File: config.mk
export PLATFORM = sky130hd
export DESIGN_NAME = ssc_root
export DESIGN_NICKNAME = d
export VERILOG_FILES = /design/src/sv/ssc_root.sv
export SDC_FILE = /design/constraint.sdc
export NUM_CORES = 1
export LEC_CHECK = 0
export ABC_CLOCK_PERIOD_IN_PS = 26500
export BUFFER_PORTS_ARGS = -buffer_cell sky130_fd_sc_hd__buf_2
export CORE_ASPECT_RATIO = 0.75
export CORE_UTILIZATION = 65
export DETAILED_ROUTE_END_ITERATION = 10
export PLACE_DENSITY_LB_ADDON = 0.15
export SLEW_MARGIN = 20
export SYNTH_ARGS = -nofsm -noshare
export SYNTH_HDL_FRONTEND = slang
export SYNTH_SLANG_ARGS = --single-unit
File: constraint.sdc
create_clock -name clk -period 26.5 [get_ports clk]
set_clock_uncertainty 0.2 [all_clocks]
set_input_delay 5.3 -clock clk [delete_from_list [all_inputs] [get_ports clk]]
set_output_delay 5.3 -clock clk [all_outputs]
set_load 0.01 [all_outputs]
File: src/sv/ssc_root.sv
`timescale 1ns / 1ps
// Bit-by-bit integer square root of a 64-bit value, one result bit per cycle.
module ssc_root (
  input  logic        clk,
  input  logic        rst,
  input  logic        start,
  input  logic [63:0] radicand,
  output logic        done,
  output logic [31:0] root,
  output logic        rem_nz
);

  logic [63:0] rem;
  logic [63:0] res;
  logic [63:0] bitv;
  logic [4:0]  cnt;
  logic        busy;
  logic [63:0] trial;

  assign trial  = res + bitv;
  assign root   = res[31:0];
  assign rem_nz = (rem != 64'd0);

  // Step through the result bits, top first
  always_ff @(posedge clk) begin
    if (rst) begin
      busy <= 1'b0;
      done <= 1'b0;
      cnt  <= '0;
    end else begin
      done <= 1'b0;
      if (start) begin
        rem  <= radicand;
        res  <= '0;
        bitv <= 64'h4000_0000_0000_0000;
        cnt  <= '0;
        busy <= 1'b1;
      end else if (busy) begin
        if (rem >= trial) begin
          rem <= rem - trial;
          res <= (res >> 1) + bitv;
        end else begin
          res <= res >> 1;
        end
        bitv <= bitv >> 2;
        cnt  <= cnt + 5'd1;
        if (cnt == 5'd31) begin
          busy <= 1'b0;
          done <= 1'b1;
        end
      end
    end
  end

endmodule

; After elaboration in Yosys (flattened, before gate mapping)
; Index checks and enable logic that the tools add are counted.
; W data, S select, Z words.
[op_classes]
addsub = 4
order_cmp = 1
eq_ne = 1
n_mux = 10
bitwise = 2
n_reduce_logical = 7
[op_table]
columns = operator, n
row1 = $mux W64, 5
row2 = $add A63 B63 Y64, 1
row3 = $add A64 B63 Y64, 1
row4 = $ge A64 B64 Y1, 1
row5 = $reduce_bool A64 Y1, 1
row6 = $sub A64 B64 Y64, 1
row7 = $mux W63, 1
row8 = $add A5 B1 Y5 const B, 1
row9 = $eq A5 B5 Y1 const B, 1
row10 = $mux W1, 4
row11 = $reduce_bool A2 Y1, 2
row12 = $reduce_and A3 Y1, 1
row13 = $reduce_or A3 Y1, 1
row14 = $not A1 Y1, 2
row15 = $reduce_and A2 Y1, 1
row16 = $reduce_or A2 Y1, 1
[word_totals]
reg_bits = 167
input_bits = 67
out_inout_bits = 34
elab_cells = 31

; Logic depth before layout (Yosys ltp)
[logic_depth]
ltp_word = 5
depth_mapped = 26

; Worst setup path after synthesis
; OpenSTA, ideal clock, no wires.
[synth_path]
kind = input -> register
from = input start
to = register rem[0] (enable)
arrival_time_ns = 14.855
t_required_ns = 25.716
path_slack_ns = 10.862
path_stages = 5
path_cell_list = clkbuf_1 > clkbuf_1 > nor2_1 > nor2_1 > a21boi_0
[synth_via]
elab_chain_cells = 2
elab_cells_between_ends = 3
cone_classes = reduce/logical: 3
[synth_lines]
columns = element, line_no
row1 = "start, declared", 6  ; input logic start,
row2 = $reduce_bool A2 Y1 (no source line), --
row3 = $reduce_and A3 Y1 (no source line) *, --
row4 = "end signal, assigned", 33  ; rem <= radicand;
row5 = "end signal, assigned", 40  ; rem <= rem - trial;
row6 = "end, declared", 13  ; logic [63:0] rem;
; Mark *: on every way between the ends. The rest lies on a longest branch, timed or not.
; A chain may end at the register's enable or synchronous reset.

; Worst setup path after layout
[layout_path]
from = register rem[7]
to = output rem_nz
[layout_via]
elab_chain_cells = 1
[layout_lines]
columns = element, line_no
row1 = $reduce_bool A64 Y1, 22  ; assign rem_nz = (rem != 64'd0);
row2 = "end, declared", 10  ; output logic rem_nz
; Every way passes these cells.

==> key figures <==
Power
  – Cell area power density: between 70 and 80 nW/um^2
  – Share of total power in combinational logic: just under 50%
  – Int Power: 0.000699 W
  – Clock share of power: between 20% and 30%
  – Sequential share of power: 30.7%
  – Final Total Pwr: ~0.0012 W
  – P_sw: roughly 0.00053 W
  – Worst vdd ir: 45.3 uV
  – Pleak: ~6.3 nW
  – Sw Share: ~43%

Timing
  – RSZ-0062 raised after global routing: no
  – Final critical-path setup slack: 18.50 ns
  – Final Hold Viols: 0
  – Final min period: between 8 and 9 ns
  – Worst slew pin tran: about 0.95 ns
  – Final period util: between 30 and 40%
  – Final setup TNS: 0 ns
  – Final max-slew violation count: 0
  – Rel. slew slack: 36.4%
  – Max Clk Rate: between 100 and 150 MHz
  – Finish-stage setup viols: 0

Critical path
  – CP Max Fanout: 2
  – Critical-path cell list: nor4_1 -> nand4_1 -> or4_1 -> buf_2
  – RR Startpoint: res[6]
  – CP required: around 21 ns
  – Worst Path Class, Setup: reg2out
  – Critical path launch point type: flip-flop
  – Max incr delay on CP: approximately 0.58 ns
  – Arrival @ worst endpoint: 2.50 ns
  – CP max stage cell: nor4_1
  – Critical Path Start: rem[7]
  – Endpoint class of the critical path: primary output

Synthesis
  – Post-synth top flop: edfxtp_1
  – Mapped Cells: around 1,800
  – Seq cells post-synth: around 170
  – EDFF count, synth: 160
  – Share of flip-flops with an asynchronous set or reset after synthesis: 0%
  – Yosys warning count: 0
  – Register area share after synthesis: a little under a third
  – Synthesized Nets: around 2,000
  – Avg Inst Size Synth: 8.55 um^2
  – Dominant cells by area after synthesis: edfxtp_1, ha_1, nand2_1
  – Area share of the largest cell type after synthesis: a little under a third
  – Synth Cell Area: approximately 16,000 um^2
  – Area leader, netlist: edfxtp_1
  – Post-synth cell types: 82

Run
  – Max-cap viol count: 0

Clocking
  – CTS max path bufs: 2
  – CTS tree: built
  – H-tree depth: 4
  – Post-CTS setup buffers: 0
  – CTS sink count: 167
  – Num CTS Buffers: 17
  – Post-CTS Resized: 0
  – Post-cts hold buffer count: 0
  – Clock slew at reported path FFs: 0.07 ns
  – Clk Latency, worst-skew pair: approximately 0.45 ns
  – Clk root buf: clkbuf_16

Die
  – Starting Density: approximately two thirds
  – Die area: 24,700 um^2
  – Floorplan row count: 48
  – Chip height: roughly 140 um
  – Core Footprint: 23,300 um^2
  – Die Wd: ~180 um
  – Top-level I/O count: between 100 and 150

Finish
  – Fin nets: 2,044
  – N_diodes: 0
  – Share of cells above drive strength 1: roughly a tenth
  – Layout area overhead: 5.81%

Route
  – Via count of the routed design: 14,500
  – Antenna Nets Post-Route: 0
  – DRT iter0 DRCs: 1,376
  – Vias per cell: approximately 6.7
  – Drt wl/cell: 20.5 um
  – DR DRC count: 0
  – Drt total wl: around 44,000 um
  – Router iterations before antenna repair: 7

Global route
  – First-pass GRT wire length: ~69,000 um
  – Vias in the first global route: ~13,000
  – All-layer global routing usage: 35.7%
  – Antenna violations before repair: 0
  – Global route overflow: 0
  – Largest net degree at the start of global routing: approximately 120

Min path
  – Min-delay worst type: reg2reg
  – HP Start: cnt[4]

Placed design
  – Pre-CTS WS: between 15 and 20 ns
  – Dpl hpwl: 33,200 um
  – Port bufs: 100
  – Routability cong.: around 0.98

Run status
  – Status: finished, final reports clean
## cell families after synthesis
family                   synth area share (%)
XOR/XNOR                                 8.39
flip-flops                               31.6
AND/OR/NAND/NOR                          19.3
buffers and inverters                    4.63
adder cells (fa/ha/maj)                  10.7
multiplexers                             1.25
AO/OA/AOI/OAI                            24.2
## cells in the mapped netlist, types with 10 or more instances
cell type,number
nand2_1,211
nor2_1,171
edfxtp_1,160
o21ai_0,156
ha_1,132
a21oi_1,119
xnor2_1,77
xor2_1,73
a31oi_1,69
clkbuf_1,57
nor2b_1,57
nand4_1,56
a21o_1,45
a211oi_1,34
buf_4,32
inv_1,30
nor3_1,29
or3_1,23
nor4_1,21
nand3_1,19
a31o_2,18
o21a_1,18
o21bai_1,17
buf_2,16
nand2b_1,13
and2_1,11
and3_1,11
o31ai_1,10
## power groups by stage
stage	sequential, W	combinational [W]	clock, W
after floorplan	0.000367	0.000469	0
after global placement	0.000380	0.000577	0
after detailed placement	0.000381	0.000587	0
after CTS	0.000376	0.000593	0.000247
after global routing	0.000380	0.000658	0.000256
final	0.000377	0.000604	0.000247
## layout make-up
class	count	area, um^2
multi-input cells	1520	10000
fillers	1896	6730
flip-flops and latches	167	4940
repair buffers	107	563
clock buffers	18	450
well taps	300	375
inverters	31	116
clock inverters	14	109
## registers in the layout, indices dropped and copies added (netlist names)
| signal | flops |
|---|---|
| rem | 64 |
| done | 1 |
| busy | 1 |
| bitv | 32 |
| cnt | 5 |
| res | 64 |
## worst paths after layout
| kind | to | slack [ns] | cells past startpoint |
|---|---|---|---|
| setup / recovery | rem_nz | 18.50 | 4 |
| hold / removal | cnt[4] | 0.31 | 2 |
| setup reg to reg | rem[49] | 18.62 | 23 |
| hold reg to reg | cnt[4] | 0.31 | 2 |
## routing by layer
metal | vias up | track usage, % | part of all wire (%)
met5 | - | 0 | 0
met4 | 0 | 11.9 | 2.7
met1 | 6743 | 47.8 | 42
met3 | 103 | 5.55 | 8.6
met2 | 779 | 59.0 | 46
li1 | 6857 | - | -
## per-stage QoR
| step | instance area, um^2 | hold WS, ns | utilization (%) | instances |
|---|---|---|---|---|
| final | 16600 | 0.314 | 71.1 | 2157 |
| after global routing | 16600 | 0.332 | 71.1 | 2157 |
| after CTS | 16600 | 0.311 | 71.1 | 2157 |
| after detailed placement | 16000 | 0.295 | 68.7 | 2125 |
| after global placement | 16000 | 0.286 | 68.7 | 2125 |
| after floorplan | 15700 | 0.267 | - | 1832 |
## worst max-delay path: cells and delay by family (launching register included)
kind | cells | cell delay, ns
AND/OR/NAND/NOR | 3 | 1.49
flip-flops | 1 | 0.41
buffers and inverters | 1 | 0.15
## cell usage in the layout, fill, tap and decap left out, types with 13 or more instances in the layout
cell type,instances
a211oi_1,34
a21o_1,45
a21oi_1,119
a31o_2,18
a31oi_1,69
buf_2,99
clkbuf_16,18
edfxtp_1,160
ha_1,132
inv_1,30
nand2_1,211
nand2b_1,13
nand3_1,19
nand4_1,56
nor2_1,170
nor2b_1,57
nor3_1,29
nor4_1,21
o21a_1,18
o21ai_0,156
o21bai_1,17
or3_1,23
xnor2_1,77
xor2_1,73
Power figures use the tool's default switching activity.
